**config.mk**
```make
export PLATFORM = sky130hd
export DESIGN_NAME = fpd_regs
export DESIGN_NICKNAME = d
export VERILOG_FILES = /design/src/design/fpd_pkg.sv /design/src/design/fpd_regs.sv
export SDC_FILE = /design/constraint.sdc
export NUM_CORES = 1
export LEC_CHECK = 0
export BUFFER_PORTS_ARGS = -buffer_cell sky130_fd_sc_hd__buf_2
export CORE_MARGIN = 1.5
export CORE_UTILIZATION = 42
export DETAILED_ROUTE_END_ITERATION = 16
export PLACE_DENSITY = 0.76
export SYNTH_ARGS = -nofsm -noshare
export SYNTH_HDL_FRONTEND = slang
export SYNTH_SLANG_ARGS = --single-unit
```
**constraint.sdc**
```tcl
create_clock -name clk -period 1.3 [get_ports clk]
set_clock_uncertainty 0.1 [all_clocks]
set_input_delay 0.195 -clock clk [delete_from_list [all_inputs] [get_ports clk]]
set_output_delay 0.195 -clock clk [all_outputs]
set_load 0.02 [all_outputs]
```
**src/design/fpd_pkg.sv**
```systemverilog
`timescale 1ns / 1ps
// Shared types and constants for the fan PID duty controller.
// No dependencies; every other design file imports this package.
package fpd_pkg;

  localparam int TEMP_W  = 16;
  localparam int MAXT_W  = 15;
  localparam int ERR_W   = 17;
  localparam int INTEG_W = 32;
  localparam int DIFF_W  = 18;
  localparam int GAIN_W  = 16;
  localparam int P_W     = GAIN_W + 1 + ERR_W;
  localparam int I_W     = GAIN_W + 1 + INTEG_W;
  localparam int D_W     = GAIN_W + 1 + DIFF_W;
  localparam int SUM_W   = I_W + 1;
  localparam int FRAC_BITS = 12;

  localparam logic [7:0] DUTY_MIN = 8'd128;
  localparam logic [7:0] DUTY_MAX = 8'd255;
  localparam logic signed [SUM_W-1:0] NEG_LO = SUM_W'(128 * 4096);
  localparam logic signed [SUM_W-1:0] NEG_HI = SUM_W'(255 * 4096);

  localparam logic [MAXT_W-1:0] TARGET_RST = 15'd1392;
  localparam logic [GAIN_W-1:0] KP_RST     = 16'd5120;
  localparam logic [GAIN_W-1:0] KI_RST     = 16'd205;
  localparam logic [GAIN_W-1:0] KD_RST     = 16'd1280;

  typedef enum logic [1:0] {
    REG_TARGET = 2'd0,
    REG_KP     = 2'd1,
    REG_KI     = 2'd2,
    REG_KD     = 2'd3
  } fpd_reg_t;

  typedef struct packed {
    logic [MAXT_W-1:0] target;
    logic [GAIN_W-1:0] kp;
    logic [GAIN_W-1:0] ki;
    logic [GAIN_W-1:0] kd;
  } fpd_cfg_t;

  typedef struct packed {
    logic [MAXT_W-1:0]         max_temp;
    logic signed [ERR_W-1:0]   err;
    logic signed [INTEG_W-1:0] integ;
    logic signed [DIFF_W-1:0]  diff;
  } fpd_err_t;

  typedef struct packed {
    logic [MAXT_W-1:0]     max_temp;
    logic signed [P_W-1:0] p_term;
    logic signed [I_W-1:0] i_term;
    logic signed [D_W-1:0] d_term;
  } fpd_prod_t;

endpackage

```
**src/design/fpd_regs.sv**
```systemverilog
`timescale 1ns / 1ps
// Configuration registers behind the APB-style port.
// Depends on fpd_pkg for register codes and reset values.
module fpd_regs import fpd_pkg::*; (
  input  logic        clk,
  input  logic        rst_n,
  input  logic        psel,
  input  logic        penable,
  input  logic        pwrite,
  input  logic [3:0]  paddr,
  input  logic [31:0] pwdata,
  output logic [31:0] prdata,
  output logic        pready,
  output fpd_cfg_t    cfg
);

  fpd_cfg_t cfg_r;
  fpd_reg_t sel;
  logic     wr_en;

  assign sel    = fpd_reg_t'(paddr[3:2]);
  assign wr_en  = psel && penable && pwrite;
  assign pready = 1'b1;
  assign cfg    = cfg_r;

  always_ff @(posedge clk) begin
    if (!rst_n) begin
      cfg_r.target <= TARGET_RST;
      cfg_r.kp     <= KP_RST;
      cfg_r.ki     <= KI_RST;
      cfg_r.kd     <= KD_RST;
    end else if (wr_en) begin
      unique case (sel)
        REG_TARGET: cfg_r.target <= pwdata[MAXT_W-1:0];
        REG_KP:     cfg_r.kp     <= pwdata[GAIN_W-1:0];
        REG_KI:     cfg_r.ki     <= pwdata[GAIN_W-1:0];
        REG_KD:     cfg_r.kd     <= pwdata[GAIN_W-1:0];
        default:    ;
      endcase
    end
  end

  always_comb begin
    unique case (sel)
      REG_TARGET: prdata = 32'(cfg_r.target);
      REG_KP:     prdata = 32'(cfg_r.kp);
      REG_KI:     prdata = 32'(cfg_r.ki);
      REG_KD:     prdata = 32'(cfg_r.kd);
      default:    prdata = '0;
    endcase
  end

endmodule

```
# After elaboration in Yosys (flattened, before gate mapping)
# Cells that the tools add are included.
classes:
  eq_ne: 3
  mux: 1
  reduce_logical: 7
op_table:
  columns: ["cell", "n"]
  rows:
  - ["32-bit one-hot mux with 4 select lines", 1]
  - ["2-bit AND reduction", 4]
  - ["2-bit == test, second input constant", 2]
  - ["2-bit by 1-bit == test with 1-bit output, second input constant", 1]
  - ["1-bit logical AND", 2]
  - ["2-bit logical NOT", 1]
totals:
  register_bits: 63
  in_bits: 41
  out_inout_bits: 96
  wordCells: 15

# Depth between registers and ports, before layout
logic_depth:
  depth_word: 3
  ltp_mapped: 6

# Worst setup path before layout
# No wires, ideal clock.
synth_timing:
  kind: "in2out"
  startpoint: "in paddr[3]"
  endpoint: "out prdata[10]"
  arrival_time_ns: 1.081
  t_required_ns: 1.005
  path_slack_ns: -0.076
  cell_stages: 3
  path_buffers: 2
  cell_sequence: "buf_6 -> buf_6 -> mux4_2"
synth_between:
  elab_chain_cells: 2
  elab_cells_between_ends: 5
  classes_between: "3 x eq/ne; 1 x mux; 1 x reduce/logical"
synth_lines:
  columns: ["item", "line", "text"]
  rows:
  - ["start, declared", "fpd_regs.sv:10", "input logic [3:0] paddr,"]
  - ["2-bit == test, or another cell as far along", "fpd_regs.sv:44", "unique case (sel)"]
  - ["32-bit one-hot mux with 4 select lines *", "fpd_regs.sv:44", null]
  - ["end, declared", "fpd_regs.sv:12", "output logic [31:0] prdata,"]
# Mark *: on every way between the ends. The rest lies on a longest branch, timed or not. The select of a mux whose other input is x is not followed.

# Worst setup path after layout
layout_timing:
  startpoint: "reg cfg_r (netlist bit cfg[6])"
  endpoint: "out prdata[6]"
layout_between:
  elab_chain_cells: 1
layout_lines:
  columns: ["item", "line", "text"]
  rows:
  - ["start, declared", "fpd_regs.sv:17", "fpd_cfg_t cfg_r;"]
  - ["32-bit one-hot mux with 4 select lines", "fpd_regs.sv:44", null]
# Every way passes these cells. The select of a mux whose other input is x is not followed.

==> run summary <==
Die Y: 87.1 um
Worst Setup Path Type: reg2out
Post-Syn Area: 2970 sq um
row count: 30
post-route setup slack: -0.294 ns
min Tclk post-route: 1.59 ns
layout cells sized above 1: 55.2%
Synth Instances: 283
wire length after detailed routing: 7960 um
Tcrit/Tclk final: 123%
Mean Syn Cell Area: 10.5 sq um
antenna diode count: 0
largest net degree at the start of global routing: 29
asr flop ratio synth: 0%
CTS max path bufs: 2
WP data required: 1.00 ns
flop and latch count out of synthesis: 63
Largest register FFs: 63
initial antenna violation count: 0
Routed Antenna Nets: 0
Peak Freq: 0.627 GHz
Starting Density: 43.4%
worst r2r dst: cfg[58]$_SDFFE_PN1P_
Pleak: 2.09 nW
first-pass GRT wire length: 12100 um
DRT Pass-1 Iters: 6
synth top area cells: dfxtp_1, mux2i_1, mux4_2
WHS Endpoint: cfg[26]$_SDFFE_PN0P_
die footprint: 7580 sq um
Buf+Inv Stages, Crit Path: 1
worst path cell trace: mux4_2, buf_6
P&R area growth vs syn: 46.2%
count of cell types in the netlist: 26
sequential area share after synthesis: 42.5%
Top delay family on crit path: multiplexers
1st-iter DRT viols: 58
Total Routing Usage GR: 21.3%
most common cell in the synthesized netlist: nand2_1
worst skew pair latency: 0.33 ns
clock net sink count: 63
area leader, netlist: dfxtp_1
CTS clk-pin slew, worst paths: 0.07 ns
CTS tree: built
Max stage delay on crit path: 0.48 ns
slowest CP cell: mux4_2
WP data arrival: 1.30 ns
GR Overflow Total: 0
Core Util, Final: 63.5%
# IOs: 137
Final GP Congestion: 0.718
number of global-route vias before repair: 2543
Worst IR Drop VDD: 0.566 mV
Reg2Reg Depth: 4
RSZ-0062 raised after global routing: yes
FF-to-FF setup slack: 0.33 ns
Yosys top cell area share: 42.5%
Post-synth EDFFs: 0
Final Hold Fails: 0
Vias/cell: 4.78
Root Buffer: clkbuf_8
status: finished, violations left
H-tree lvl count: 3
hold crit path type: in2reg
WL per Instance: 14.9 um
final slew viol count: 0
worst slack, placed: -0.192 ns
DR vias: 2563
drc violations: 0
Final HPWL DP: 5350 um
min-delay src: pwdata[10]
Worst R2R Start: cfg[58]$_SDFFE_PN1P_
Post-synth top cells: nand2_1, dfxtp_1, mux2i_1, buf_4
critical path endpoint category: primary output
Syn. warnings: 0
I/O Buffers: 101
crit start category: flop
FILL cells: 568
PwrDens: 1000 nW/um^2
DIE WIDTH: 87.1 um
failing checks: negative setup slack
hold-critical path depth: 3
final setup fails: 16
crit path max fanout: 2
Max-Cap Viols: 0
TritonCTS buffer count: 9
Nets: 477
Most used DFF post-synth: dfxtp_1
core area: 6830 sq um
hold_buf cts: 0
==> worst max path at each step <==
| stage | depth (start not counted) | startpoint | end |
|---|---|---|---|
| global placement | 5 | paddr[2] | prdata[15] |
| global route | 2 | cfg[46]$_SDFFE_PN0P_ | prdata[14] |
| finish | 2 | cfg[6]$_SDFFE_PN0P_ | prdata[6] |
| floorplan | 3 | paddr[3] | prdata[10] |
| CTS | 2 | cfg[40]$_SDFFE_PN0P_ | prdata[8] |
| detailed placement | 5 | paddr[2] | prdata[15] |
==> repair_timing <==
item / in CTS / in global routing
setup buffers: 26 / 4
setup endpoints to repair: 16 / 16
hold endpoints to repair: 0 / 0
pin swaps: 0 / 0
gates cloned: 0 / 0
gates resized for setup: 69 / 11
==> where the power goes <==
group,leakage (nW),internal (mW),switching [mW]
Clock,0.108,1.08,0.738
Combinational,1.46,0.247,0.310
Sequential,0.521,1.96,0.0160
==> placed cells by master (no fill, tap or decap) <==
| master | n |
|---|---|
| a21oi_1 | 8 |
| a22o_1 | 1 |
| and2_4 | 1 |
| and3_1 | 1 |
| buf_12 | 8 |
| buf_2 | 84 |
| buf_4 | 52 |
| buf_6 | 19 |
| bufinv_16 | 1 |
| clkbuf_8 | 13 |
| clkinvlp_4 | 1 |
| conb_1 | 17 |
| dfxtp_1 | 19 |
| dfxtp_2 | 44 |
| inv_1 | 3 |
| mux2_2 | 1 |
| mux2i_1 | 56 |
| mux4_2 | 15 |
| nand2_1 | 65 |
| nand2_2 | 1 |
| nand2b_1 | 4 |
| nand3_1 | 4 |
| nand3_2 | 1 |
| nor2_1 | 1 |
| nor2b_1 | 15 |
| nor3_4 | 1 |
| nor3b_2 | 1 |
| o211ai_1 | 3 |
==> per-stage QoR <==
step                      hold WS (ns)  cells  instance area [sq um]  power [mW]  setup TNS, ns
after detailed placement         0.360    491                   3730        2.52          -8.18
after global placement           0.355    491                   3730        2.51          -7.62
after CTS                       0.0110    532                   4290        4.39          -4.46
final                           0.0149    536                   4340        4.35          -4.33
after global routing            0.0229    536                   4340        4.50          -4.80
after floorplan                  0.237    298                   3040        2.38        -0.0456
==> layout make-up <==
class,count,area [sq um],share of cell area (%)
Multi-Input combinational cell,196,1490,34.4
Sequential cell,63,1320,30.3
Inverter,3,11.3,0.259
Timing Repair Buffer,163,1180,27.3
Clock buffer,13,179,4.12
Tap cell,96,120,2.77
Clock inverter,2,37.5,0.865
==> per-layer routing <==
metal / wire length (um) / global-route usage [%] / vias to the layer above / part of all wire (%)
met2: 4010 / 36.4 / 86 / 50
met1: 3410 / 25.0 / 1218 / 43
met4: 214 / 11.3 / 0 / 2.7
met3: 321 / 4.27 / 21 / 4.0
met5: 0 / 0 / - / 0
li1: - / - / 1238 / -
==> cells by family after synthesis <==
logic type / count (synthesis) / synth area share (%)
AOI/OAI and AO/OA: 12 / 2.40
buffers and inverters: 39 / 9.32
DFF: 63 / 42.5
muxes: 72 / 30.6
other: 2 / 0.253
and+or+nand+nor: 95 / 14.9
==> worst min-delay path: stages <==
cell,delay (ns)
buf_2,0.11
nand2_1,0.05
mux2i_1,0.06
(Power assumes the default switching activity.)
