--- src/design/fpd_pkg.sv ---
`timescale 1ns / 1ps
// Shared types and constants for the fan PID duty controller.
// No dependencies; every other design file imports this package.
package fpd_pkg;

  localparam int TEMP_W  = 16;
  localparam int MAXT_W  = 15;
  localparam int ERR_W   = 17;
  localparam int INTEG_W = 32;
  localparam int DIFF_W  = 18;
  localparam int GAIN_W  = 16;
  localparam int P_W     = GAIN_W + 1 + ERR_W;
  localparam int I_W     = GAIN_W + 1 + INTEG_W;
  localparam int D_W     = GAIN_W + 1 + DIFF_W;
  localparam int SUM_W   = I_W + 1;
  localparam int FRAC_BITS = 12;

  localparam logic [7:0] DUTY_MIN = 8'd128;
  localparam logic [7:0] DUTY_MAX = 8'd255;
  localparam logic signed [SUM_W-1:0] NEG_LO = SUM_W'(128 * 4096);
  localparam logic signed [SUM_W-1:0] NEG_HI = SUM_W'(255 * 4096);

  localparam logic [MAXT_W-1:0] TARGET_RST = 15'd1392;
  localparam logic [GAIN_W-1:0] KP_RST     = 16'd5120;
  localparam logic [GAIN_W-1:0] KI_RST     = 16'd205;
  localparam logic [GAIN_W-1:0] KD_RST     = 16'd1280;

  typedef enum logic [1:0] {
    REG_TARGET = 2'd0,
    REG_KP     = 2'd1,
    REG_KI     = 2'd2,
    REG_KD     = 2'd3
  } fpd_reg_t;

  typedef struct packed {
    logic [MAXT_W-1:0] target;
    logic [GAIN_W-1:0] kp;
    logic [GAIN_W-1:0] ki;
    logic [GAIN_W-1:0] kd;
  } fpd_cfg_t;

  typedef struct packed {
    logic [MAXT_W-1:0]         max_temp;
    logic signed [ERR_W-1:0]   err;
    logic signed [INTEG_W-1:0] integ;
    logic signed [DIFF_W-1:0]  diff;
  } fpd_err_t;

  typedef struct packed {
    logic [MAXT_W-1:0]     max_temp;
    logic signed [P_W-1:0] p_term;
    logic signed [I_W-1:0] i_term;
    logic signed [D_W-1:0] d_term;
  } fpd_prod_t;

endpackage

--- src/design/fpd_duty.sv ---
`timescale 1ns / 1ps
// PID sum, negation and duty clamp; holds the result register.
// Depends on fpd_pkg for widths and clamp limits.
module fpd_duty import fpd_pkg::*; (
  input  logic              clk,
  input  logic              rst_n,
  input  logic              up_valid,
  input  fpd_prod_t         up_data,
  output logic              up_stall,
  output logic              dn_valid,
  output logic [7:0]        dn_duty,
  output logic [MAXT_W-1:0] dn_max_temp,
  input  logic              dn_stall
);

  logic                    valid_r;
  logic [7:0]              duty_r, duty_nxt;
  logic [MAXT_W-1:0]       maxt_r;
  logic signed [SUM_W-1:0] sum, neg;
  logic                    load;

  assign up_stall    = valid_r && dn_stall;
  assign load        = up_valid && !up_stall;
  assign dn_valid    = valid_r;
  assign dn_duty     = duty_r;
  assign dn_max_temp = maxt_r;

  always_comb begin
    sum = SUM_W'(up_data.p_term) + SUM_W'(up_data.i_term) + SUM_W'(up_data.d_term);
    neg = -sum;
    if (neg <= NEG_LO) begin
      duty_nxt = DUTY_MIN;
    end else if (neg > NEG_HI) begin
      duty_nxt = DUTY_MAX;
    end else begin
      duty_nxt = neg[FRAC_BITS+7:FRAC_BITS];
    end
  end

  always_ff @(posedge clk) begin
    if (!rst_n) begin
      valid_r <= 1'b0;
    end else if (!up_stall) begin
      valid_r <= up_valid;
    end
  end

  always_ff @(posedge clk) begin
    if (load) begin
      duty_r <= duty_nxt;
      maxt_r <= up_data.max_temp;
    end
  end

endmodule

--- config.mk ---
export PLATFORM = sky130hd
export DESIGN_NAME = fpd_duty
export DESIGN_NICKNAME = d
export VERILOG_FILES = /design/src/design/fpd_pkg.sv /design/src/design/fpd_duty.sv
export SDC_FILE = /design/constraint.sdc
export NUM_CORES = 1
export LEC_CHECK = 0
export BUFFER_PORTS_ARGS = -buffer_cell sky130_fd_sc_hd__buf_4
export CAP_MARGIN = 20
export CORE_MARGIN = 2
export CORE_UTILIZATION = 50
export CTS_CLUSTER_SIZE = 14
export DETAILED_ROUTE_END_ITERATION = 7
export GPL_ROUTABILITY_DRIVEN = 0
export PLACE_DENSITY = 0.8
export SLEW_MARGIN = 25
export SYNTH_ARGS = -nofsm -noshare
export SYNTH_HDL_FRONTEND = slang
export SYNTH_SLANG_ARGS = --single-unit
export TNS_END_PERCENT = 100
--- constraint.sdc ---
create_clock -name clk -period 4.35 [get_ports clk]
set_clock_uncertainty 0.1 [all_clocks]
set_input_delay 0.435 -clock clk [delete_from_list [all_inputs] [get_ports clk]]
set_output_delay 0.435 -clock clk [all_outputs]
set_load 0.005 [all_outputs]
# [Yosys cells after proc, flatten, opt, wreduce, memory -nomap -nowiden]
# Index checks and enable logic that the tools add are counted.
[classes] reduce_logical=4 n_lt_le_gt_ge=2 add_sub_neg=3 mux=1
[op_table] operator="$add 34x49->50" n=1
[op_table] operator="$add 50x35->50" n=1
[op_table] operator="$gt 50x21->1 const B" n=1
[op_table] operator="$le 50x21->1 const B" n=1
[op_table] operator="$neg 50->50" n=1
[op_table] operator="$mux 7" n=1
[op_table] operator="$logic_and 1x1->1" n=2
[op_table] operator="$reduce_or 2->1" n=1
[op_table] operator="$logic_not 1->1" n=1
[totals] output_inout_bits=25 reg_bits=24 input_bits=137 word_cells=14

# [Depth between registers and ports, before layout]
[depth] depth_word=5 depth_mapped=15

# [Least setup slack after synthesis]
# OpenSTA, ideal clock, no wires.
[synth_timing] kind="input-to-reg" startpoint="in up_data[34] in the netlist's numbering" endpoint="reg duty_r[0] (netlist: dn_duty[0]) (data pin)" arrival_ns=4.409 setup_slack_ns=-0.435 t_required_ns=3.974 n_path_buf=1 path_stages=15 setup_ns=0.276 cell_sequence="inv_1 -> fa_1 -> ha_1 -> ha_1 -> clkbuf_1 -> a21o_1 -> a21oi_1 -> nor2_1 -> a2111oi_1 -> o211ai_1 -> o211a_1 -> nor4_1 -> nand4_1 -> nor4_4 -> a21oi_1"
[synth_via] elab_chain_len=4
[synth_lines] element="start, declared" line_no="fpd_duty.sv:8" rtl="input fpd_prod_t up_data,"
[synth_lines] element="$add 50x35->50 (*)" line_no="fpd_duty.sv:29" rtl="sum = SUM_W'(up_data.p_term) + SUM_W'(up_data.i_term) + SUM_W'(up_data.d_term);"
[synth_lines] element="$neg 50->50 (*)" line_no="fpd_duty.sv:30" rtl="neg = -sum;"
[synth_lines] element="$gt 50x21->1" line_no="fpd_duty.sv:33" rtl="end else if (neg > NEG_HI) begin"
[synth_lines] element="$mux 7" line_no="fpd_duty.sv:33"
[synth_lines] element="end signal, assigned" line_no="fpd_duty.sv:50" rtl="duty_r <= duty_nxt;"
[synth_lines] element="end, declared" line_no="fpd_duty.sv:17" rtl="logic [7:0] duty_r, duty_nxt;"
# Mark *: on every way between the ends. The rest lies on a longest branch, timed or not.
# A chain may end at the register's enable or synchronous reset.

# [Worst setup path in the final report]
[layout_timing] startpoint="in up_data[48] in the netlist's numbering" endpoint="reg duty_r[0] (netlist: dn_duty[0]) (data pin)"
[layout_via] elab_chain_len=5
[layout_lines] element="$add 34x49->50 (*)" line_no="fpd_duty.sv:29"
[layout_lines] element="$add 50x35->50 (*)" line_no="fpd_duty.sv:29"
[layout_lines] element="$neg 50->50 (*)" line_no="fpd_duty.sv:30"
[layout_lines] element="$gt 50x21->1" line_no="fpd_duty.sv:33"
[layout_lines] element="$mux 7" line_no="fpd_duty.sv:33"
# Marks and branches as above.

==> flow_metrics.env <==
export IMPL_synth_seq_cells=24
export IMPL_antenna_found_initial=0
export IMPL_worstPathArrival_ns=4.18
export IMPL_path_buf_inv=4
export IMPL_cpLargestDelayFamily="adder cells"
export IMPL_fin_crit_sh=0.983
export IMPL_cp_common_cell="buf_4"
export IMPL_path_depth=17
export IMPL_endpoint_kind="flip-flop"
export IMPL_vias=6737
export IMPL_wirelength_um=18700
export IMPL_grt_pass1_vias=6557
export IMPL_ys_types=72
export IMPL_p_clk_frac=0.075
export IMPL_synth_edf_count=23
export IMPL_fp_dieW_um=114
export IMPL_cp_slowest_cell="fa_1"
export IMPL_synth_area_um2=6050
export IMPL_first_pass_iters=5
export IMPL_crit_chain="buf_4 > inv_1 > fa_1 > ha_1 > ha_1 > buf_4 > nand2_1 > o21ai_1 > nand2_1 > nor3b_1 > a21oi_1 > a41oi_2 > xor2_1 > nand4_1 > nor4_4 > buf_4 > a21oi_1"
export IMPL_tritoncts="done"
export IMPL_cts_hold_buffers=0
export IMPL_min_period_ns=4.28
export IMPL_wl_per_cell_um=15.7
export IMPL_syn_avg_cell_area_um2=8.15
export IMPL_cts_clk_slew_worst_paths_ns=0.06
export IMPL_yosysWarnings=0
export IMPL_final_cell_mix="buf_4, inv_1, ha_1"
export IMPL_dp_cells=1182
export IMPL_critPathLaunchType="input pin"
export IMPL_required_ns=4.25
export IMPL_min_path_cells=1
export IMPL_initial_core_util=0.508
export IMPL_yosysSeqAreaShare=0.118
export IMPL_io_buffers=161
export IMPL_fin_cells=1191
export IMPL_layout_drive_gt1_share=0.385
export IMPL_path_class="input pin to flip-flop"
export IMPL_row_count=40
export IMPL_drc=0
export IMPL_grt_pass1_wl_um=28200
export IMPL_power_internal_mw=1.84
export IMPL_min_path_type="input pin to flip-flop"
export IMPL_drv_slew=0
export IMPL_die_y_um=114
export IMPL_power_switching_mw=1.50
export IMPL_rr_worst_depth=2
export IMPL_cts_sinks=24
export IMPL_cts_buffers=3
export IMPL_p_leak_nw=4.53
export IMPL_critical_path_max_stage_delay_ns=0.48
export IMPL_synth_area_top_cells="ha_1, fa_1, edfxtp_1, inv_1, a21oi_1"
export IMPL_htreeDepth=1
export IMPL_grt_total_usage=0.258
export IMPL_fillerInstances=816
export IMPL_post_route_util=0.771
export IMPL_synth_top_area_share=0.203
export IMPL_diodes=0
export IMPL_coreArea_um2=11900
export IMPL_syn_to_final_growth_pct=51.8
export IMPL_num_io_pins=162
export IMPL_drt_iter0_drc=506
export IMPL_combPwrFrac=0.832
export IMPL_hpwl_um=14900
export IMPL_fmax_mhz=234
export IMPL_ys_flop_type="edfxtp_1"
export IMPL_status="finished clean"
export IMPL_clkLatencyLatePin_ns=0.25
export IMPL_cts_root_buf="clkbuf_16"
export IMPL_cts_path_max_buffers=2
export IMPL_syn_inst=742
export IMPL_layout_commonest_cell="buf_4"
export IMPL_swShare=0.449
export IMPL_syn_nets=1026
export IMPL_holdWs_ns=0.260
export IMPL_power_density_nw_per_um2=364
export IMPL_final_cell_area_um2=9180
export IMPL_dieArea_um2=13000
export IMPL_crit_fanout=7
export IMPL_setup_viol=0
export IMPL_relSlewSlack=0.433
export IMPL_ant_nets=0
export IMPL_pwr_share_seq=0.092
export IMPL_grt_max_degree=24
export IMPL_ir_drop_mv=0.188
export IMPL_vias_per_cell=5.66
export IMPL_hold_viol_final=0
export IMPL_fin_nets=1329
export IMPL_maxCapViolCount=0
export IMPL_grt_ovfl_total=0
export IMPL_netlist_top_cell_by_area="ha_1"
export IMPL_worst_pin_slew_ns=0.840
export IMPL_place_area_um2=8580
export IMPL_ys_async_sr_fraction=0
## per-layer routing
| metal | track usage | vias up | wire [um] |
|---|---|---|---|
| li1 | - | 3252 | - |
| met1 | 0.327 | 3100 | 7360 |
| met2 | 0.479 | 329 | 9430 |
| met3 | 0.0159 | 56 | 1260 |
| met4 | 0.0610 | 0 | 638 |
| met5 | 0 | - | 0 |
## registers in the layout (all words and copies together), names as in the netlist
register     cells
dn_duty          8
dn_max_temp     15
dn_valid         1
## power by group through the flow
| stage | Combinational [mW] | Sequential [mW] | Clock (mW) |
|---|---|---|---|
| CTS | 2.50 | 0.308 | 0.255 |
| global placement | 2.41 | 0.311 | 0 |
| floorplan | 1.39 | 0.316 | 0 |
| detailed placement | 2.47 | 0.313 | 0 |
| finish | 2.78 | 0.309 | 0.251 |
| global route | 3.04 | 0.311 | 0.261 |
## cell families (layout without fill, tap and decap cells)
family,after synthesis,in the layout,share of synthesized area
other,1,1,0.000620
buffers and inverters,159,461,0.0995
adders and majority gates,147,147,0.365
xor gates and xnor gates,21,21,0.0304
and+or+nand+nor,188,188,0.165
AOI/OAI and AO/OA,198,198,0.215
DFF,24,24,0.118
muxes,4,4,0.00703
## what timing repair did
action	CTS	global route
gates resized for setup	6	61
setup buffers	0	5
pin swaps	1	31
endpoints found under the setup margin	7	7
## layout make-up
type / instances / area, um^2 / area share
Multi-Input combinational cell: 559 / 5210 / 0.568
Clock inverter: 1 / 30.0 / 0.00327
Inverter: 132 / 503 / 0.0548
Clock buffer: 3 / 75.1 / 0.00818
Sequential cell: 24 / 711 / 0.0774
Timing Repair Buffer: 325 / 2460 / 0.269
Tap cell: 147 / 184 / 0.0200
## path summary, 6_finish.rpt
| check | slack, ns | from | endpoint |
|---|---|---|---|
| max reg2reg | 2.88 | dn_valid | dn_max_temp[14] |
| min reg2reg | 0.58 | dn_valid | dn_valid |
| max | 0.07 | up_data[48] | dn_duty[0] |
| min | 0.26 | up_data[120] | dn_max_temp[2] |
## synthesized netlist by cell type (all sizes together) (7+ instances only)
cell,count
inv,132
ha,98
a21oi,69
fa,49
nand2,47
nor2,33
o21ai,32
clkbuf,24
edfxtp,23
nand4,23
nand3,16
xnor2,15
nor3,14
a21o,11
nor4,10
o211ai,10
o21a,10
o21bai,9
a211oi,7
or4,7
## stage by stage
| stage | setup WS (ns) | power (mW) | setup TNS, ns |
|---|---|---|---|
| floorplan | -0.0546 | 1.71 | -0.382 |
| global placement | -0.235 | 2.72 | -1.63 |
| detailed placement | -0.332 | 2.78 | -2.27 |
| CTS | 0.00515 | 3.07 | 0 |
| global route | -0.0390 | 3.62 | -0.231 |
| finish | 0.0730 | 3.34 | 0 |
Note: power is estimated with default switching activity, not from simulation.
