==> src/design/fpd_pkg.sv <==
`timescale 1ns / 1ps
// Shared types and constants for the fan PID duty controller.
// No dependencies; every other design file imports this package.
package fpd_pkg;

  localparam int TEMP_W  = 16;
  localparam int MAXT_W  = 15;
  localparam int ERR_W   = 17;
  localparam int INTEG_W = 32;
  localparam int DIFF_W  = 18;
  localparam int GAIN_W  = 16;
  localparam int P_W     = GAIN_W + 1 + ERR_W;
  localparam int I_W     = GAIN_W + 1 + INTEG_W;
  localparam int D_W     = GAIN_W + 1 + DIFF_W;
  localparam int SUM_W   = I_W + 1;
  localparam int FRAC_BITS = 12;

  localparam logic [7:0] DUTY_MIN = 8'd128;
  localparam logic [7:0] DUTY_MAX = 8'd255;
  localparam logic signed [SUM_W-1:0] NEG_LO = SUM_W'(128 * 4096);
  localparam logic signed [SUM_W-1:0] NEG_HI = SUM_W'(255 * 4096);

  localparam logic [MAXT_W-1:0] TARGET_RST = 15'd1392;
  localparam logic [GAIN_W-1:0] KP_RST     = 16'd5120;
  localparam logic [GAIN_W-1:0] KI_RST     = 16'd205;
  localparam logic [GAIN_W-1:0] KD_RST     = 16'd1280;

  typedef enum logic [1:0] {
    REG_TARGET = 2'd0,
    REG_KP     = 2'd1,
    REG_KI     = 2'd2,
    REG_KD     = 2'd3
  } fpd_reg_t;

  typedef struct packed {
    logic [MAXT_W-1:0] target;
    logic [GAIN_W-1:0] kp;
    logic [GAIN_W-1:0] ki;
    logic [GAIN_W-1:0] kd;
  } fpd_cfg_t;

  typedef struct packed {
    logic [MAXT_W-1:0]         max_temp;
    logic signed [ERR_W-1:0]   err;
    logic signed [INTEG_W-1:0] integ;
    logic signed [DIFF_W-1:0]  diff;
  } fpd_err_t;

  typedef struct packed {
    logic [MAXT_W-1:0]     max_temp;
    logic signed [P_W-1:0] p_term;
    logic signed [I_W-1:0] i_term;
    logic signed [D_W-1:0] d_term;
  } fpd_prod_t;

endpackage

==> src/design/fpd_mult.sv <==
`timescale 1ns / 1ps
// Gain multiply stage: three parallel signed-by-unsigned products.
// Depends on fpd_pkg for the stage payload types.
module fpd_mult import fpd_pkg::*; (
  input  logic      clk,
  input  logic      rst_n,
  input  logic      up_valid,
  input  fpd_err_t  up_data,
  output logic      up_stall,
  input  fpd_cfg_t  cfg,
  output logic      dn_valid,
  output fpd_prod_t dn_data,
  input  logic      dn_stall
);

  logic      valid_r;
  fpd_prod_t data_r, data_nxt;
  logic      load;

  assign up_stall = valid_r && dn_stall;
  assign load     = up_valid && !up_stall;
  assign dn_valid = valid_r;
  assign dn_data  = data_r;

  always_comb begin
    data_nxt.max_temp = up_data.max_temp;
    data_nxt.p_term   = $signed({1'b0, cfg.kp}) * up_data.err;
    data_nxt.i_term   = $signed({1'b0, cfg.ki}) * up_data.integ;
    data_nxt.d_term   = $signed({1'b0, cfg.kd}) * up_data.diff;
  end

  always_ff @(posedge clk) begin
    if (!rst_n) begin
      valid_r <= 1'b0;
    end else if (!up_stall) begin
      valid_r <= up_valid;
    end
  end

  always_ff @(posedge clk) begin
    if (load) data_r <= data_nxt;
  end

endmodule

==> config.mk <==
export PLATFORM = sky130hd
export DESIGN_NAME = fpd_mult
export DESIGN_NICKNAME = d
export VERILOG_FILES = /design/src/design/fpd_pkg.sv /design/src/design/fpd_mult.sv
export SDC_FILE = /design/constraint.sdc
export NUM_CORES = 2
export LEC_CHECK = 0
export BUFFER_PORTS_ARGS = -buffer_cell sky130_fd_sc_hd__clkbuf_2
export CORE_UTILIZATION = 58
export DETAILED_ROUTE_END_ITERATION = 10
export PLACE_DENSITY_LB_ADDON = 0.05
export RECOVER_POWER = 100
export SYNTH_ARGS = -nofsm -noshare
export SYNTH_HDL_FRONTEND = slang
export SYNTH_SLANG_ARGS = --single-unit
==> constraint.sdc <==
create_clock -name clk -period 7.3 [get_ports clk]
set_input_delay 1.095 -clock clk [delete_from_list [all_inputs] [get_ports clk]]
set_output_delay 1.095 -clock clk [all_outputs]
set_load 0.01 [all_outputs]
After elaboration in Yosys (flattened, before gate mapping). Cells that the tools add are included.

Reductions and logical operators: 3. $mul: 3.

Operators with widths (count): $mul 17x32->49 (1); $mul 17x18->35 (1); $mul 17x17->34 (1); $logic_and 1x1->1 (2); $logic_not 1->1 (1).

Input port bits: 149. Register bits after elaboration: 134. Output and inout port bits: 135. Logic and storage cells: 11.

Logic depth before layout (Yosys ltp).
Depth in word-level cells: 3. Mapped depth: 25. Depth with buffers taken out: 24.

Least setup slack after synthesis. OpenSTA, ideal clock, no wires.

Path type: input -> register. From: input port dn_stall. To: register data_r (netlist bit dn_data[0]), enable pin. Slack: -0.515 ns. Setup time: 0.642 ns. Stages on the path: 2. Arrival time: 7.173 ns. Path buffers: 0. Required time: 6.658 ns. Cell sequence: and2_1 -> nor2b_1.

Cells in the longest elaborated chain, start to end: 3.

Ends and longest elaborated chain: from (decl) (line fpd_mult.sv:13) `input logic dn_stall`; $logic_and 1x1->1 (line fpd_mult.sv:20) `assign up_stall = valid_r && dn_stall;`; $logic_not 1->1; $logic_and 1x1->1 (line fpd_mult.sv:21) `assign load = up_valid && !up_stall;`; named net load (line fpd_mult.sv:18) `logic load;`; to (signal assigned) (line fpd_mult.sv:41) `if (load) data_r <= data_nxt;`; to (decl) (line fpd_mult.sv:17) `fpd_prod_t data_r, data_nxt;`.

The timed path passes the listed nets, and every way through them passes these cells. A chain may end at the register's enable or synchronous reset.

==> report_table.html <==
<table>
<tr><th>Metric</th><th>Value</th></tr>
<tr><th colspan="2">Yosys</th></tr>
<tr><td>Sequential fraction of the synthesis area</td><td>9.46%</td></tr>
<tr><td>Post-synth top area cell</td><td>sky130_fd_sc_hd__fa_1</td></tr>
<tr><td>Top FF cell, synth</td><td>sky130_fd_sc_hd__edfxtp_1</td></tr>
<tr><td>Average cell area after synthesis</td><td>9.38 um^2</td></tr>
<tr><td>Post-synthesis cell count</td><td>4520</td></tr>
<tr><td>Synthesized flop and latch total</td><td>134</td></tr>
<tr><td>Leading cell types by total area after synthesis</td><td>sky130_fd_sc_hd__fa_1 (47%), sky130_fd_sc_hd__inv_1 (11%), sky130_fd_sc_hd__ha_1 (9.9%)</td></tr>
<tr><td>Syn Nets</td><td>5994</td></tr>
<tr><td>Share of async-settable or async-resettable flops after synthesis</td><td>0%</td></tr>
<tr><td>Distinct cell type count after synthesis</td><td>69</td></tr>
<tr><td>Synthesized cell area</td><td>42400 um^2</td></tr>
<tr><td>Fraction of post-synthesis cell area in the top cell type by area</td><td>between 40% and 50%</td></tr>
<tr><td>Number of synthesized flops with an enable pin</td><td>133</td></tr>
<tr><td>Yosys warns</td><td>0</td></tr>
<tr><th colspan="2">Die</th></tr>
<tr><td>Initial standard-cell utilization of the core</td><td>58.9%</td></tr>
<tr><td>Die Area</td><td>74200 um^2</td></tr>
<tr><td>Vertical die dimension</td><td>272 um</td></tr>
<tr><td>Chip width</td><td>approximately 270 um</td></tr>
<tr><td>Number of primary I/O pins</td><td>between 200 and 300</td></tr>
<tr><td>Floorplan row count</td><td>98</td></tr>
<tr><td>Core Area</td><td>approximately 72000 um^2</td></tr>
<tr><th colspan="2">Outcome</th></tr>
<tr><td>Violated checks</td><td>max-capacitance violations, max-slew violations</td></tr>
<tr><td>Result of the run</td><td>finished, violations left</td></tr>
<tr><th colspan="2">Critical path</th></tr>
<tr><td>Critical-path cell list</td><td>clkbuf_2 &gt; buf_4 &gt; buf_12 &gt; nand2_1 &gt; fa_1 &gt; fa_1 &gt; fa_1 &gt; inv_1 &gt; fa_1 &gt; fa_1 &gt; inv_1 &gt; fa_2 &gt; inv_1 &gt; ha_1 &gt; and3_1 &gt; nand2_1 &gt; a21oi_1 &gt; o21a_1 &gt; o31ai_1 &gt; buf_4 &gt; a211o_1 &gt; a211oi_2 &gt; nor2_1 &gt; o311ai_0</td></tr>
<tr><td>Launching element type of the critical path</td><td>input pin</td></tr>
<tr><td>Max incr delay on CP</td><td>0.61 ns</td></tr>
<tr><td>Top cell by count, worst path</td><td>sky130_fd_sc_hd__fa_1</td></tr>
<tr><td>Startpoint-to-endpoint class of the critical path</td><td>in -&gt; reg</td></tr>
<tr><td>Endpoint kind of the worst setup timing path</td><td>flop</td></tr>
<tr><td>Largest delay contributor family on the critical path</td><td>adder cells</td></tr>
<tr><td>Largest driver fanout on the critical path</td><td>13</td></tr>
<tr><td>Buf+Inv Stages, Crit Path</td><td>7</td></tr>
<tr><td>Crit path arrival time</td><td>approximately 7.3 ns</td></tr>
<tr><td>Required time of the critical path</td><td>7.57 ns</td></tr>
<tr><td>Slowest cell on crit path</td><td>sky130_fd_sc_hd__fa_2</td></tr>
<tr><th colspan="2">Route</th></tr>
<tr><td>Routed len/inst</td><td>between 15 and 20 um</td></tr>
<tr><td>Antenna-violating nets left</td><td>0</td></tr>
<tr><td>Number of vias per cell</td><td>between 5 and 6</td></tr>
<tr><td>Initial detailed-routing violation count</td><td>between 1500 and 2000</td></tr>
<tr><td>Wire length reported by the detailed router</td><td>roughly 100000 um</td></tr>
<tr><td>Number of vias in the routed layout</td><td>roughly 31000</td></tr>
<tr><td>DRC violations left</td><td>0</td></tr>
<tr><td>First-pass detailed-route iteration total</td><td>7</td></tr>
<tr><th colspan="2">Global routing</th></tr>
<tr><td>Remaining Overflow, GRT</td><td>0</td></tr>
<tr><td>Pin count of the biggest net entering global routing</td><td>134</td></tr>
<tr><td>Via count of the first global-routing pass</td><td>32800</td></tr>
<tr><td>Number of antenna violations at the first check in global routing</td><td>0</td></tr>
<tr><td>All-Layer GR Usage</td><td>29.2%</td></tr>
<tr><td>Wire length of the first global-routing pass</td><td>~170000 um</td></tr>
<tr><th colspan="2">STA</th></tr>
<tr><td>RSZ-0062 raised after global routing</td><td>true</td></tr>
<tr><td>Number of hold violations in the final report</td><td>0</td></tr>
<tr><td>Least-Margin Pin Slew</td><td>around 3.8 ns</td></tr>
<tr><td>Final-report setup violation count</td><td>0</td></tr>
<tr><td>Worst Hold Margin</td><td>0.730 ns</td></tr>
<tr><td>Post-route clock skew</td><td>0.0172 ns</td></tr>
<tr><td>Headroom to the max-slew limit</td><td>-152%</td></tr>
<tr><td>Fmax</td><td>0.143 GHz</td></tr>
<tr><td>Minimum clock period</td><td>7.01 ns</td></tr>
<tr><td>Post-route fraction of the period consumed by the critical path</td><td>96.0%</td></tr>
<tr><td>Final Max Tran Viols</td><td>134</td></tr>
<tr><th colspan="2">Final layout</th></tr>
<tr><td>Number of nets in the layout</td><td>6446</td></tr>
<tr><td>Share of final-layout standard cells stronger than drive strength 1</td><td>roughly a tenth</td></tr>
<tr><td>Post-layout utilization of the core</td><td>65.7%</td></tr>
<tr><td>Layout Cells excl Fill</td><td>5935</td></tr>
<tr><td>FF/Latch Area</td><td>4010 um^2</td></tr>
<tr><td>Antenna diode count</td><td>0</td></tr>
<tr><td>Area added between synthesis and finish</td><td>11.6%</td></tr>
<tr><td>Area used by multi-input combinational logic</td><td>33200 um^2</td></tr>
<tr><td>Fill count</td><td>6166</td></tr>
<tr><th colspan="2">Clock tree</th></tr>
<tr><td>Worst-skew pair later-pin latency</td><td>0.49 ns</td></tr>
<tr><td>Number of resized instances in the post-cts repair step</td><td>0</td></tr>
<tr><td>Root buffer selected by CTS</td><td>sky130_fd_sc_hd__clkbuf_16</td></tr>
<tr><td>Count of buffers added by post-CTS timing repair for setup</td><td>0</td></tr>
<tr><td>CTS tree</td><td>yes</td></tr>
<tr><td>Number of buffers on the longest clock path</td><td>2</td></tr>
<tr><td>CTS hold repair buffers</td><td>0</td></tr>
<tr><td>Number of buffers created by CTS</td><td>17</td></tr>
<tr><td>Number of sinks driven by the clock tree</td><td>134</td></tr>
<tr><td>Htree depth</td><td>4</td></tr>
<tr><td>Worst-path clk slew</td><td>0.08 ns</td></tr>
<tr><th colspan="2">Run</th></tr>
<tr><td>Number of maximum-capacitance constraint violations</td><td>1</td></tr>
<tr><th colspan="2">Min path</th></tr>
<tr><td>Tightest Hold Check Type</td><td>reg -&gt; reg</td></tr>
<tr><th colspan="2">Placement</th></tr>
<tr><td>Number of cells in the design after placement</td><td>5903</td></tr>
<tr><td>Placer's final routability congestion estimate</td><td>0.881</td></tr>
<tr><td>HPWL reported at the end of detailed placement</td><td>85700 um</td></tr>
<tr><td>Count of buffers inserted at the top-level ports</td><td>268</td></tr>
</table>
[Yosys cell counts, types with 2 or more instances]
master and instances:
sky130_fd_sc_hd__o211ai_1 8, sky130_fd_sc_hd__o21a_1 22, sky130_fd_sc_hd__a211o_1 4, sky130_fd_sc_hd__nor3_1 15, sky130_fd_sc_hd__o21ai_0 47, sky130_fd_sc_hd__a21oi_2 3, sky130_fd_sc_hd__ha_1 334, sky130_fd_sc_hd__a21boi_0 5
sky130_fd_sc_hd__a21oi_1 87, sky130_fd_sc_hd__nand2b_1 18, sky130_fd_sc_hd__and3_1 15, sky130_fd_sc_hd__a31o_2 2, sky130_fd_sc_hd__nor4b_1 2, sky130_fd_sc_hd__or2_2 4, sky130_fd_sc_hd__a21o_1 45, sky130_fd_sc_hd__o31a_1 5
sky130_fd_sc_hd__o21bai_1 13, sky130_fd_sc_hd__nand3_1 16, sky130_fd_sc_hd__o2111ai_1 2, sky130_fd_sc_hd__nand2_1 613, sky130_fd_sc_hd__nand4_1 4, sky130_fd_sc_hd__nor2b_1 21, sky130_fd_sc_hd__inv_1 1217, sky130_fd_sc_hd__or3_1 2
sky130_fd_sc_hd__a311oi_1 2, sky130_fd_sc_hd__a211oi_1 17, sky130_fd_sc_hd__or4_1 3, sky130_fd_sc_hd__a221oi_1 5, sky130_fd_sc_hd__o311ai_0 2, sky130_fd_sc_hd__edfxtp_1 133, sky130_fd_sc_hd__o31ai_1 5, sky130_fd_sc_hd__a31oi_1 5
sky130_fd_sc_hd__xnor2_1 77, sky130_fd_sc_hd__nor2_1 65, sky130_fd_sc_hd__fa_1 991, sky130_fd_sc_hd__and2_1 494, sky130_fd_sc_hd__clkbuf_1 160, sky130_fd_sc_hd__xor2_1 26
[worst paths after layout]
kind / startpoint / endpoint / slack (ns) / depth (start not counted)
max: cfg[18] / dn_data[77]$_DFFE_PP_ / 0.29 / 24
max reg2reg: dn_valid$_SDFFE_PN0N_ / dn_data[49]$_DFFE_PP_ / 3.41 / 3
min reg2reg: dn_valid$_SDFFE_PN0N_ / dn_valid$_SDFFE_PN0N_ / 0.73 / 2
min: dn_valid$_SDFFE_PN0N_ / dn_valid$_SDFFE_PN0N_ / 0.73 / 2
[cells in the final DEF, fill, tap and decap left out, types with 18 or more instances in the layout]
cell type and instances:
sky130_fd_sc_hd__ha_1 334, sky130_fd_sc_hd__clkbuf_2 130, sky130_fd_sc_hd__fa_1 990, sky130_fd_sc_hd__inv_1 1217, sky130_fd_sc_hd__clkbuf_1 148, sky130_fd_sc_hd__edfxtp_1 133
sky130_fd_sc_hd__nor2b_1 20, sky130_fd_sc_hd__xor2_1 26, sky130_fd_sc_hd__o21ai_0 47, sky130_fd_sc_hd__nand2b_1 18, sky130_fd_sc_hd__o21a_1 22, sky130_fd_sc_hd__buf_4 304
sky130_fd_sc_hd__a21oi_1 86, sky130_fd_sc_hd__nand2_1 613, sky130_fd_sc_hd__and2_1 485, sky130_fd_sc_hd__a21o_1 45, sky130_fd_sc_hd__nor2_1 65, sky130_fd_sc_hd__xnor2_1 77
[metrics by stage]
stage               worst slack (ns)  cell area [um^2]  setup TNS, ns
CTS                            0.314             47500              0
global route                 -0.0164             47300        -0.0268
detailed placement            -0.174             46900         -0.985
global placement              -0.195             46900         -0.950
floorplan                      0.107             42400              0
finish                         0.294             47300              0
[registers in the layout, indices dropped and copies added, names as in the netlist]
register	count
dn_data	133
dn_valid	1
[kinds of logic (layout without fill, tap and decap cells)]
kind of cell / Yosys count / after routing / synth area share [%]
xor+xnor: 103 / 103 / 2.13
simple gates: 1279 / 1279 / 14.8
buf+inv: 1378 / 1843 / 12.2
fa+ha+maj: 1325 / 1325 / 56.6
mux: 1 / 1 / 0.0236
compound gates: 300 / 300 / 4.71
flops: 134 / 134 / 9.46
[worst register-to-register path, delay by kind of cell (launching register included)]
kind	cells	cell delay, ns
buffers and inverters	1	2.52
DFF	1	0.31
and+or+nand+nor	2	0.32
[routing by layer]
metal / global-route usage (%) / wire length, um / up-vias
met2: 48.0 / 47700 / 782
met1: 41.2 / 44800 / 15500
li1: - / - / 14100
met5: 0 / 0 / -
met4: 7.24 / 2280 / 0
met3: 3.83 / 5180 / 93
[final cells by class]
cell class	count	area share (%)
timing repair buffer	594	7.77
clock inverter	15	0.405
clock buffer	17	0.899
inverter	1217	9.65
tap	950	2.51
multi-input combinational	3008	70.3
sequential	134	8.48
Power is left out: the tool's default activity adds up to more than one toggle a clock period on the data nets, which glitch-free logic cannot reach.
